`src/spq_pkg.sv`:
```
// spq_pkg: shared types and codes for the sorted insert priority queue
// used by spq_cell and sorted_insert_priority_queue; no dependencies
package spq_pkg;

    // action codes carried in s_tuser
    localparam logic ACT_PUSH = 1'b0;
    localparam logic ACT_POP  = 1'b1;

    // fault codes reported with each result
    typedef enum logic [1:0] {
        FAULT_NONE  = 2'd0,
        FAULT_FULL  = 2'd1,
        FAULT_EMPTY = 2'd2
    } spq_fault_t;

    // per-cycle command broadcast to every cell
    typedef struct packed {
        logic push;   // insert the new entry, queue not full
        logic pop;    // shift everything one place toward the head
    } spq_ctrl_t;

endpackage

```
`src/sorted_insert_priority_queue.sv`:
```
// sorted_insert_priority_queue: bounded task queue kept sorted by run time
// top level, a row of spq_cell slots plus fill count and output register
// depends on spq_pkg and spq_cell
//
// channel | dir | handshake          | payload
// --------+-----+--------------------+------------------------------------------
// s_      | in  | s_tvalid/s_tready  | tuser: action; tdata: task_id, run_time
// m_      | out | m_tvalid/m_tready  | tuser: head_valid, fault;
//         |     |                    | tdata: head_task, head_time, fill
//
// one transaction per clock while s_tready is high: every slot compares its key
// with the incoming key in parallel and shifts in the same cycle, the result is
// registered and appears in the cycle after the input transaction
// aresetn (synchronous, active low) empties the queue and the output register
// s_tready is high whenever the output register is empty or being drained
module sorted_insert_priority_queue #(
    parameter int QUEUE_DEPTH = 16,
    parameter int KEY_BITS    = 16,
    parameter int ID_BITS     = 8
) (
    input  logic                aclk,
    input  logic                aresetn,
    input  logic                s_tvalid,
    output logic                s_tready,
    input  logic                s_tuser,     // [0] action
    // task_id, run_time, zero pad
    input  logic [((ID_BITS + KEY_BITS + 7) / 8) * 8 - 1:0] s_tdata,
    output logic                m_tvalid,
    input  logic                m_tready,
    output logic [2:0]          m_tuser,     // [0] head_valid, [2:1] fault
    // head_task, head_time, fill, zero pad
    output logic [((ID_BITS + KEY_BITS + $clog2(QUEUE_DEPTH + 1) + 7) / 8) * 8 - 1:0] m_tdata
);

    localparam int CNT_W    = $clog2(QUEUE_DEPTH + 1);
    localparam int M_DATA_W = ((ID_BITS + KEY_BITS + CNT_W + 7) / 8) * 8;
    localparam int M_PAD    = M_DATA_W - ID_BITS - KEY_BITS - CNT_W;

    logic                 in_xfer;
    logic                 is_pop;
    logic [ID_BITS-1:0]   new_id;
    logic [KEY_BITS-1:0]  new_key;
    logic                 full;
    logic                 empty;
    spq_pkg::spq_ctrl_t   ctrl;
    spq_pkg::spq_fault_t  fault;

    logic [CNT_W-1:0]     count_reg, count_next;

    logic [QUEUE_DEPTH-1:0] slot_valid;
    logic [QUEUE_DEPTH-1:0] gt;
    logic [ID_BITS-1:0]     id_q  [QUEUE_DEPTH];
    logic [KEY_BITS-1:0]    key_q [QUEUE_DEPTH];

    logic [ID_BITS-1:0]   head_id;
    logic [KEY_BITS-1:0]  head_key;

    logic                 m_valid_reg, m_valid_next;
    logic                 head_valid_reg;
    logic [ID_BITS-1:0]   head_task_reg;
    logic [KEY_BITS-1:0]  head_time_reg;
    logic [CNT_W-1:0]     fill_reg;
    spq_pkg::spq_fault_t  fault_reg;

    // input unpacking and handshake
    assign s_tready = !m_valid_reg || m_tready;
    assign in_xfer  = s_tvalid && s_tready;
    assign is_pop   = (s_tuser == spq_pkg::ACT_POP);
    assign new_id   = s_tdata[ID_BITS-1:0];
    assign new_key  = s_tdata[ID_BITS +: KEY_BITS];

    // command decode
    assign full      = (count_reg == CNT_W'(QUEUE_DEPTH));
    assign empty     = (count_reg == '0);
    assign ctrl.push = in_xfer && !is_pop && !full;
    assign ctrl.pop  = in_xfer && is_pop && !empty;

    always_comb begin
        fault = spq_pkg::FAULT_NONE;
        if (is_pop && empty) begin
            fault = spq_pkg::FAULT_EMPTY;
        end else if (!is_pop && full) begin
            fault = spq_pkg::FAULT_FULL;
        end
    end

    // fill count
    always_comb begin
        count_next = count_reg;
        if (ctrl.push) begin
            count_next = count_reg + CNT_W'(1);
        end else if (ctrl.pop) begin
            count_next = count_reg - CNT_W'(1);
        end
    end

    always_ff @(posedge aclk) begin
        if (!aresetn) begin
            count_reg <= '0;
        end else begin
            count_reg <= count_next;
        end
    end

    // row of slots, slot 0 is the head
    for (genvar i = 0; i < QUEUE_DEPTH; i++) begin : g_slot
        assign slot_valid[i] = (count_reg > CNT_W'(i));

        spq_cell #(
            .KEY_BITS (KEY_BITS),
            .ID_BITS  (ID_BITS)
        ) u_cell (
            .aclk       (aclk),
            .ctrl       (ctrl),
            .slot_valid (slot_valid[i]),
            .new_id     (new_id),
            .new_key    (new_key),
            .left_gt    ((i == 0) ? 1'b0 : gt[(i == 0) ? 0 : i - 1]),
            .left_id    (id_q[(i == 0) ? 0 : i - 1]),
            .left_key   (key_q[(i == 0) ? 0 : i - 1]),
            .right_id   (id_q[(i == QUEUE_DEPTH - 1) ? i : i + 1]),
            .right_key  (key_q[(i == QUEUE_DEPTH - 1) ? i : i + 1]),
            .gt         (gt[i]),
            .entry_id   (id_q[i]),
            .entry_key  (key_q[i])
        );
    end

    // head entry after this transaction
    always_comb begin
        head_id  = id_q[0];
        head_key = key_q[0];
        if (ctrl.pop) begin
            head_id  = id_q[1];
            head_key = key_q[1];
        end else if (ctrl.push && gt[0]) begin
            head_id  = new_id;
            head_key = new_key;
        end
    end

    // output register
    always_comb begin
        m_valid_next = m_valid_reg;
        if (in_xfer) begin
            m_valid_next = 1'b1;
        end else if (m_tready) begin
            m_valid_next = 1'b0;
        end
    end

    always_ff @(posedge aclk) begin
        if (!aresetn) begin
            m_valid_reg <= 1'b0;
        end else begin
            m_valid_reg <= m_valid_next;
        end
    end

    always_ff @(posedge aclk) begin
        if (in_xfer) begin
            head_valid_reg <= (count_next != '0);
            head_task_reg  <= (count_next != '0) ? head_id : '0;
            head_time_reg  <= (count_next != '0) ? head_key : '0;
            fill_reg       <= count_next;
            fault_reg      <= fault;
        end
    end

    assign m_tvalid = m_valid_reg;
    assign m_tuser  = {fault_reg, head_valid_reg};
    assign m_tdata  = {{M_PAD{1'b0}}, fill_reg, head_time_reg, head_task_reg};

    // assertions
    a_count_bound: assert property (@(posedge aclk) disable iff (!aresetn)
        count_reg <= CNT_W'(QUEUE_DEPTH))
        else $error("fill count above queue depth");

    a_push_count: assert property (@(posedge aclk) disable iff (!aresetn)
        ctrl.push |=> count_reg == $past(count_reg) + CNT_W'(1))
        else $error("accepted push did not raise the fill count");

    a_full_fault: assert property (@(posedge aclk) disable iff (!aresetn)
        (m_valid_reg && fault_reg == spq_pkg::FAULT_FULL)
            |-> fill_reg == CNT_W'(QUEUE_DEPTH))
        else $error("full fault reported on a queue that is not full");

    a_head_sorted: assert property (@(posedge aclk) disable iff (!aresetn)
        (count_reg >= CNT_W'(2)) |-> (key_q[0] <= key_q[1]))
        else $error("head entry is later than its successor");

    a_empty_head: assert property (@(posedge aclk) disable iff (!aresetn)
        (m_valid_reg && !head_valid_reg)
            |-> (fill_reg == '0 && head_task_reg == '0 && head_time_reg == '0))
        else $error("empty result carries a nonzero head or fill");

endmodule

```
`src/spq_cell.sv`:
```
// spq_cell: one slot of the sorted queue, holds a task id and its run time
// compares its key with the incoming key and trades entries with its neighbors
// depends on spq_pkg
module spq_cell #(
    parameter int KEY_BITS = 16,
    parameter int ID_BITS  = 8
) (
    input  logic                 aclk,
    input  spq_pkg::spq_ctrl_t   ctrl,
    input  logic                 slot_valid,   // slot index below the fill count
    input  logic [ID_BITS-1:0]   new_id,
    input  logic [KEY_BITS-1:0]  new_key,
    input  logic                 left_gt,      // neighbor toward head makes way
    input  logic [ID_BITS-1:0]   left_id,
    input  logic [KEY_BITS-1:0]  left_key,
    input  logic [ID_BITS-1:0]   right_id,
    input  logic [KEY_BITS-1:0]  right_key,
    output logic                 gt,           // this slot moves for the new entry
    output logic [ID_BITS-1:0]   entry_id,
    output logic [KEY_BITS-1:0]  entry_key
);

    logic [ID_BITS-1:0]  id_reg,  id_next;
    logic [KEY_BITS-1:0] key_reg, key_next;

    // empty slots and strictly later keys give way, so equal keys stay in order
    assign gt = !slot_valid || (key_reg > new_key);

    // choose own entry, new entry or a neighbor's entry
    always_comb begin
        id_next  = id_reg;
        key_next = key_reg;
        if (ctrl.pop) begin
            id_next  = right_id;
            key_next = right_key;
        end else if (ctrl.push && gt) begin
            if (left_gt) begin
                id_next  = left_id;
                key_next = left_key;
            end else begin
                id_next  = new_id;
                key_next = new_key;
            end
        end
    end

    // entry storage, no reset needed
    always_ff @(posedge aclk) begin
        id_reg  <= id_next;
        key_reg <= key_next;
    end

    assign entry_id  = id_reg;
    assign entry_key = key_reg;

endmodule
```
`config.mk`:
```
export PLATFORM = sky130hd
export DESIGN_NAME = sorted_insert_priority_queue
export DESIGN_NICKNAME = d
export VERILOG_FILES = /design/src/spq_pkg.sv /design/src/sorted_insert_priority_queue.sv /design/src/spq_cell.sv
export SDC_FILE = /design/constraint.sdc
export NUM_CORES = 1
export LEC_CHECK = 0
export BUFFER_PORTS_ARGS = -buffer_cell sky130_fd_sc_hd__buf_2
export CORE_MARGIN = 1.5
export CORE_UTILIZATION = 59
export CTS_BUF_LIST = sky130_fd_sc_hd__clkbuf_8
export DETAILED_ROUTE_END_ITERATION = 10
export PLACE_DENSITY = 0.79
export SYNTH_ARGS = -nofsm -noshare
export SYNTH_HDL_FRONTEND = slang
export SYNTH_SLANG_ARGS = --single-unit
```
`constraint.sdc`:
```
create_clock -name aclk -period 6.49 [get_ports aclk]
set_clock_uncertainty 0.05 [all_clocks]
set_input_delay 1.947 -clock aclk [delete_from_list [all_inputs] [get_ports aclk]]
set_output_delay 1.947 -clock aclk [all_outputs]
set_load 0.01 [all_outputs]
```
==> flow_summary.yaml, run 1 <==
logic_synthesis:
  synth-edff-count: 392
  synthTopCellsByArea: "edfxtp_1, ha_1, mux2i_1"
  yosysSeqAreaShare_pct: 45.3
  async_flop_share_pct: 0
  synthXorXnorAreaFrac_pct: 0.0321
  synthSimpleGateAreaFrac_pct: 11.5
  syn-cell-area_um2: 27300
  yosys_warnings: 0
  synth_top_area_share_pct: 43.1
  synth_mux_area_share_pct: 7.20
  synth_top_cell_by_area: "edfxtp_1"
  synth_compound_area_share_pct: 19.9
  synthAdderAreaFrac_pct: 12.0
  ys_ff_latch: 422
  synth_top_family_by_area: "compound AO/OA/AOI/OAI gates"
  synthCells: 2631
  netlist-cell-type-count: 78
  avgSynthCellArea_um2: 10.4
  dominantRegCellSynth: "edfxtp_1"
clock_tree:
  ctsHoldBuffers: 0
  post_cts_buffers: 0
  cts_root_buffer: "clkbuf_8"
  cts_tree: "done"
  cts_sinks: 422
  clock_latency_ps: 670
  clk_path_buf_depth: 3
  path_clk_slew_ps: 60
  numCtsBuffers: 75
  cts.repair.resized: 0
  ctsHtreeMaxLevel: 3
power:
  p_leak_nw: 11.3
  power.total_mw: 9.29
  max-vdd-ir-drop_mv: 0.257
  power_density_nw_per_um2: 309
critical_path:
  cp_cell_sequence: "buf_2 -> inv_1 -> buf_4 -> ha_1 -> nand4_1 -> nor4_1 -> a21boi_0 -> and3b_1 -> o21a_1 -> o32ai_1 -> a211oi_2"
  reg2reg_depth: 9
  critPathRequiredTime_ps: 6830
  crit_type: "input pin to register"
  cp_slowest_stage_delay_ps: 770
  setup.worst_path.start_class: "input pin"
  worstPathArrival_ps: 5820
  r2r_start: "count_reg[1]"
  end_kind: "register"
  reg2reg_slack_ps: 2470
  worst-path-max-fanout: 24
  r2r_end: "head_time_reg[14]"
  cp_slowest_cell: "o32ai_1"
timing:
  fmax_mhz: 182
  period_minus_slack_ps: 5480
  slew_headroom_pct: 17.1
  whs_ps: 443
  setup-violations-final: 0
  rsz0062_at_grt: "no"
  hold_violations: 0
  drv_slew: 0
  tightest_slew_ps: 1240
  fin_crit_sh_pct: 84.5
  setup-tns-final_ps: 0
detailed_routing:
  wl_per_cell_um: 27.5
  first_iter_violations: 2908
  firstDrtPassIters: 6
  via_per_inst: 7.03
  wirelength_mm: 91.7
  antenna_left: 0
  num_vias: 23422
  drc: 0
grt:
  grt_max_degree: 223
  grt_pass1_vias: 22998
  overflow: 0
  antenna_found_initial: 1
  grt_pass1_wl_mm: 137
  track_usage_pct: 38.4
flow_run:
  maxCapViolCount: 0
layout:
  drive_gt1_share_pct: 14.7
  syn_to_final_growth_pct: 10.0
  final.fill_count: 3558
  fin_cells: 3332
  fin_nets: 2966
  largest_reg_flops: 256
worst_hold_path:
  min_path_cells: 2
  hold_path_class: "register to register"
  hp-start: "g_slot[0].u_cell.entry_id[3]"
  hold_end: "g_slot[0].u_cell.entry_id[3]"
floorplanning:
  initial_core_util_pct: 60.0
  die-area_um2: 47500
  fp-row-count: 78
  dieWidth_um: 218
  io_pins: 66
  core_um2: 45500
  die_h_um: 218
placement:
  gp_congestion: 0.978
  io_buffers: 62
  placed_cells: 3199
  dp_hpwl_mm: 64.2
outcome:
  status: "finished clean"
through the flow:
stage / area (um2) / setup WS, ps / util, %
CTS: 30000 / 1170 / 66.0
finish: 30000 / 1010 / 66.0
floorplan: 27300 / 69.4 / -
global placement: 28600 / 569 / 62.8
detailed placement: 28600 / 463 / 62.8
global route: 30000 / 866 / 66.0
synthesized netlist by cell type (4+ instances only):
master / n
nand3_1: 23
a21oi_1: 267
buf_1: 12
or2_2: 4
a211oi_2: 17
a221o_1: 11
and2_1: 15
or3_1: 26
clkbuf_1: 173
edfxtp_1: 392
a21boi_0: 4
o22a_1: 23
o22ai_1: 24
o21a_1: 46
o311ai_0: 15
nor2_1: 276
o221a_2: 50
a211o_1: 5
buf_4: 4
a21o_1: 29
a211oi_1: 12
a2111oi_0: 7
nand2_1: 218
o221ai_1: 50
inv_1: 65
ha_1: 261
and4_1: 6
buf_2: 15
nor3_1: 11
dfxtp_1: 30
nor2b_1: 19
nor4_1: 14
o21ai_0: 109
a31oi_1: 22
mux2i_1: 168
o32ai_1: 50
o21ai_1: 4
o31ai_1: 4
nand4_1: 51
o211ai_1: 18
nand2b_1: 5
mux2_2: 25
area by class of cell:
type / instances / area [um2] / share of cell area [%]
antenna: 1 / 2.50 / 0.00834
multi-input combinational: 1935 / 14000 / 46.5
clock inverter: 49 / 290 / 0.967
tap: 600 / 751 / 2.50
timing repair buffer: 175 / 1230 / 4.11
sequential: 422 / 12400 / 41.2
inverter: 67 / 251 / 0.838
clock buffer: 83 / 1140 / 3.81
worst max path at each step:
stage	end	cells past startpoint	from	slack, ps
after floorplan	g_slot[12].u_cell.entry_id[0]	10	s_tdata[9]	70
after detailed placement	head_time_reg[6]	11	s_tdata[23]	460
after global placement	head_time_reg[6]	11	s_tdata[23]	570
final	head_time_reg[6]	11	s_tdata[23]	1010
after global routing	head_time_reg[6]	11	s_tdata[23]	870
after CTS	head_time_reg[6]	11	s_tdata[23]	1170
worst max-delay path, delay by kind of cell:
| family | cells | cell delay, ps |
|---|---|---|
| compound gates | 4 | 1650 |
| fa+ha+maj | 1 | 330 |
| buf+inv | 3 | 1020 |
| simple gates | 3 | 850 |
placed cells by master, fill, tap and decap left out, types with 17 or more instances in the layout:
cell and instances:
a211oi_2 17, a21o_1 29, a21oi_1 262, a31oi_1 21
buf_2 62, buf_4 107, clkbuf_8 83, dfxtp_1 30
edfxtp_1 392, ha_1 261, inv_1 88, mux2_2 25
mux2i_1 168, nand2_1 217, nand3_1 23, nand4_1 51
nor2_1 275, nor2b_1 18, o211ai_1 18, o21a_1 46
o21ai_0 104, o221a_2 50, o221ai_1 50, o22a_1 23
o22ai_1 24, o32ai_1 49, or3_1 26
per-layer routing:
metal	global-route usage (%)	vias to the layer above	routed length [um]
met5	0	-	0
met3	12.1	298	12700
met4	15.6	0	3920
li1	-	10207	-
met1	52.1	11254	35600
met2	56.9	1663	39400
report_power, final:
| group | internal (mW) | switching, mW |
|---|---|---|
| registers | 3.68 | 0.476 |
| clock network | 1.29 | 1.18 |
| logic | 1.06 | 1.59 |
kinds of logic (layout without fill, tap and decap cells):
| kind of cell | Yosys count | in the layout |
|---|---|---|
| adders and majority gates | 261 | 261 |
| and+or+nand+nor | 691 | 691 |
| other | 1 | 4 |
| xor gates and xnor gates | 1 | 1 |
| DFF | 422 | 422 |
| AOI/OAI and AO/OA | 786 | 786 |
| buffers and inverters | 276 | 374 |
| muxes | 193 | 193 |
No activity file was read; power rests on OpenSTA's default activity.
==> inputs of run 2 (changes only) <==
- clock period: 6.49 -> 4.7 ns (I/O delays scaled with it)
==> flow_summary.yaml, run 2 (synthesized netlist as in run 1, its figures left out) <==
outcome:
  status: "finished clean"
grt:
  grt_pass1_vias: 22723
  grt_max_degree: 230
  antenna_found_initial: 2
  track_usage_pct: 38.0
  overflow: 0
  grt_pass1_wl_mm: 136
power:
  power_density_nw_per_um2: 417
  max-vdd-ir-drop_mv: 0.362
  p_leak_nw: 11.4
detailed_routing:
  first_iter_violations: 3588
  wl_met2_mm: 37.8
  drc: 0
  wl_per_cell_um: 27.2
  firstDrtPassIters: 9
  routed-wl-met3_mm: 12.9
  antenna_left: 0
  via_per_inst: 7.07
  num_vias: 23640
  wl_met1_mm: 34.9
  wirelength_mm: 90.9
  dr.max_layer_used: "met5"
layout:
  fin_cells: 3345
  layout_commonest_cell: "edfxtp_1"
  multiInputGateArea_um2: 14000
  regArea_um2: 12400
  drive_gt1_share_pct: 15.2
  utilization_pct: 66.4
  mostFrequentLayoutCells: "edfxtp_1, nor2_1, a21oi_1"
  largest_reg_flops: 256
  syn_to_final_growth_pct: 10.7
  final.fill_count: 3431
  fin_nets: 2982
critical_path:
  end_kind: "register"
  setup.worst_path.start_class: "input pin"
  r2r_start: "count_reg[1]"
  cp_slowest_stage_delay_ps: 630
  r2r_end: "head_time_reg[3]"
  cp_cell_sequence: "buf_2 -> inv_1 -> buf_4 -> ha_1 -> nand4_1 -> nor4_1 -> a21boi_0 -> and3b_1 -> o21a_1 -> o32ai_1 -> a211oi_2"
  crit_type: "input pin to register"
  crit_buf_inv: 3
  cp_slowest_cell: "o32ai_1"
  cp_top_family: "compound AO/OA/AOI/OAI gates"
  reg2reg_slack_ps: 710
  worstPathArrival_ps: 4440
  worst-path-max-fanout: 24
  critPathRequiredTime_ps: 5060
  reg2reg_depth: 9
worst_hold_path:
  hold_path_class: "register to register"
  hp-start: "g_slot[0].u_cell.entry_id[5]"
  min_path_cells: 2
  hold_end: "g_slot[0].u_cell.entry_id[5]"
clock_tree:
  path_clk_slew_ps: 60
  clk_path_buf_depth: 3
  numCtsBuffers: 75
  post_cts_buffers: 0
  clock_latency_ps: 680
  ctsHtreeMaxLevel: 3
  cts_tree: "done"
  ctsHoldBuffers: 0
  cts.repair.resized: 0
  cts_root_buffer: "clkbuf_8"
  cts_sinks: 422
timing:
  slew_headroom_pct: 15.5
  whs_ps: 448
  drv_slew: 0
  setup-violations-final: 0
  hold_violations: 0
  period_minus_slack_ps: 4080
  rsz0062_at_grt: "no"
  fmax_mhz: 245
  fin_crit_sh_pct: 86.9
  setup-tns-final_ps: 0
  tightest_slew_ps: 1270
floorplanning:
  die_h_um: 218
  dieWidth_um: 218
  initial_core_util_pct: 60.0
  io_pins: 66
  die-area_um2: 47500
  fp-row-count: 78
  core_um2: 45500
flow_run:
  maxCapViolCount: 0
placement:
  gp_congestion: 0.963
  placed_cells: 3215
  dp_hpwl_mm: 64.1
  io_buffers: 62
==> run 2: worst max path at each step <==
stage	from	to	slack [ps]	depth (start not counted)
6_report	s_tdata[21]	head_time_reg[11]	620	11
5_1_grt	s_tdata[21]	head_time_reg[12]	480	11
4_1_cts	s_tdata[21]	head_time_reg[11]	760	11
3_5_place_dp	s_tdata[21]	head_time_reg[11]	70	11
3_3_place_gp	s_tdata[21]	head_time_reg[8]	150	11
2_1_floorplan	s_tdata[23]	g_slot[2].u_cell.entry_id[0]	60	10
==> run 2: per-layer routing <==
metal	vias to the layer above	track usage (%)
met5	-	0
met4	2	20.7
met3	327	10.3
met2	1794	53.9
met1	11248	52.5
li1	10269	-
==> run 2: through the flow <==
| stage | cell area (um2) | setup slack (ps) | power, mW |
|---|---|---|---|
| 2_1_floorplan | 27400 | 63.2 | 8.04 |
| 3_3_place_gp | 28900 | 149 | 9.13 |
| 3_5_place_dp | 28900 | 72.2 | 9.35 |
| 4_1_cts | 30200 | 765 | 12.5 |
| 5_1_grt | 30200 | 478 | 13.1 |
| 6_report | 30200 | 618 | 12.6 |
==> run 2: power by group <==
part / total [mW] / leakage (nW) / internal [mW] / switching (mW)
combinational: 3.69 / 6.69 / 1.50 / 2.18
clock: 3.15 / 0.755 / 1.57 / 1.58
sequential: 5.76 / 3.96 / 5.09 / 0.666
==> run 2: layout make-up <==
cell class	count	area share (%)
antenna	1	0.00828
multi-input combinational	1935	46.3
inverter	67	0.833
clock inverter	49	0.721
sequential	422	41.0
timing repair buffer	191	5.02
clock buffer	80	3.65
tap	600	2.49
==> run 2: worst register-to-register path, stage by stage, from the launching register on <==
cell and delay [ps]:
dfxtp_1 400, inv_1 200, ha_1 320, or4b_4 570, and4_4 360, nor2_4 470, xnor2_1 230, or4_4 560
nor2_8 450, a211oi_1 120
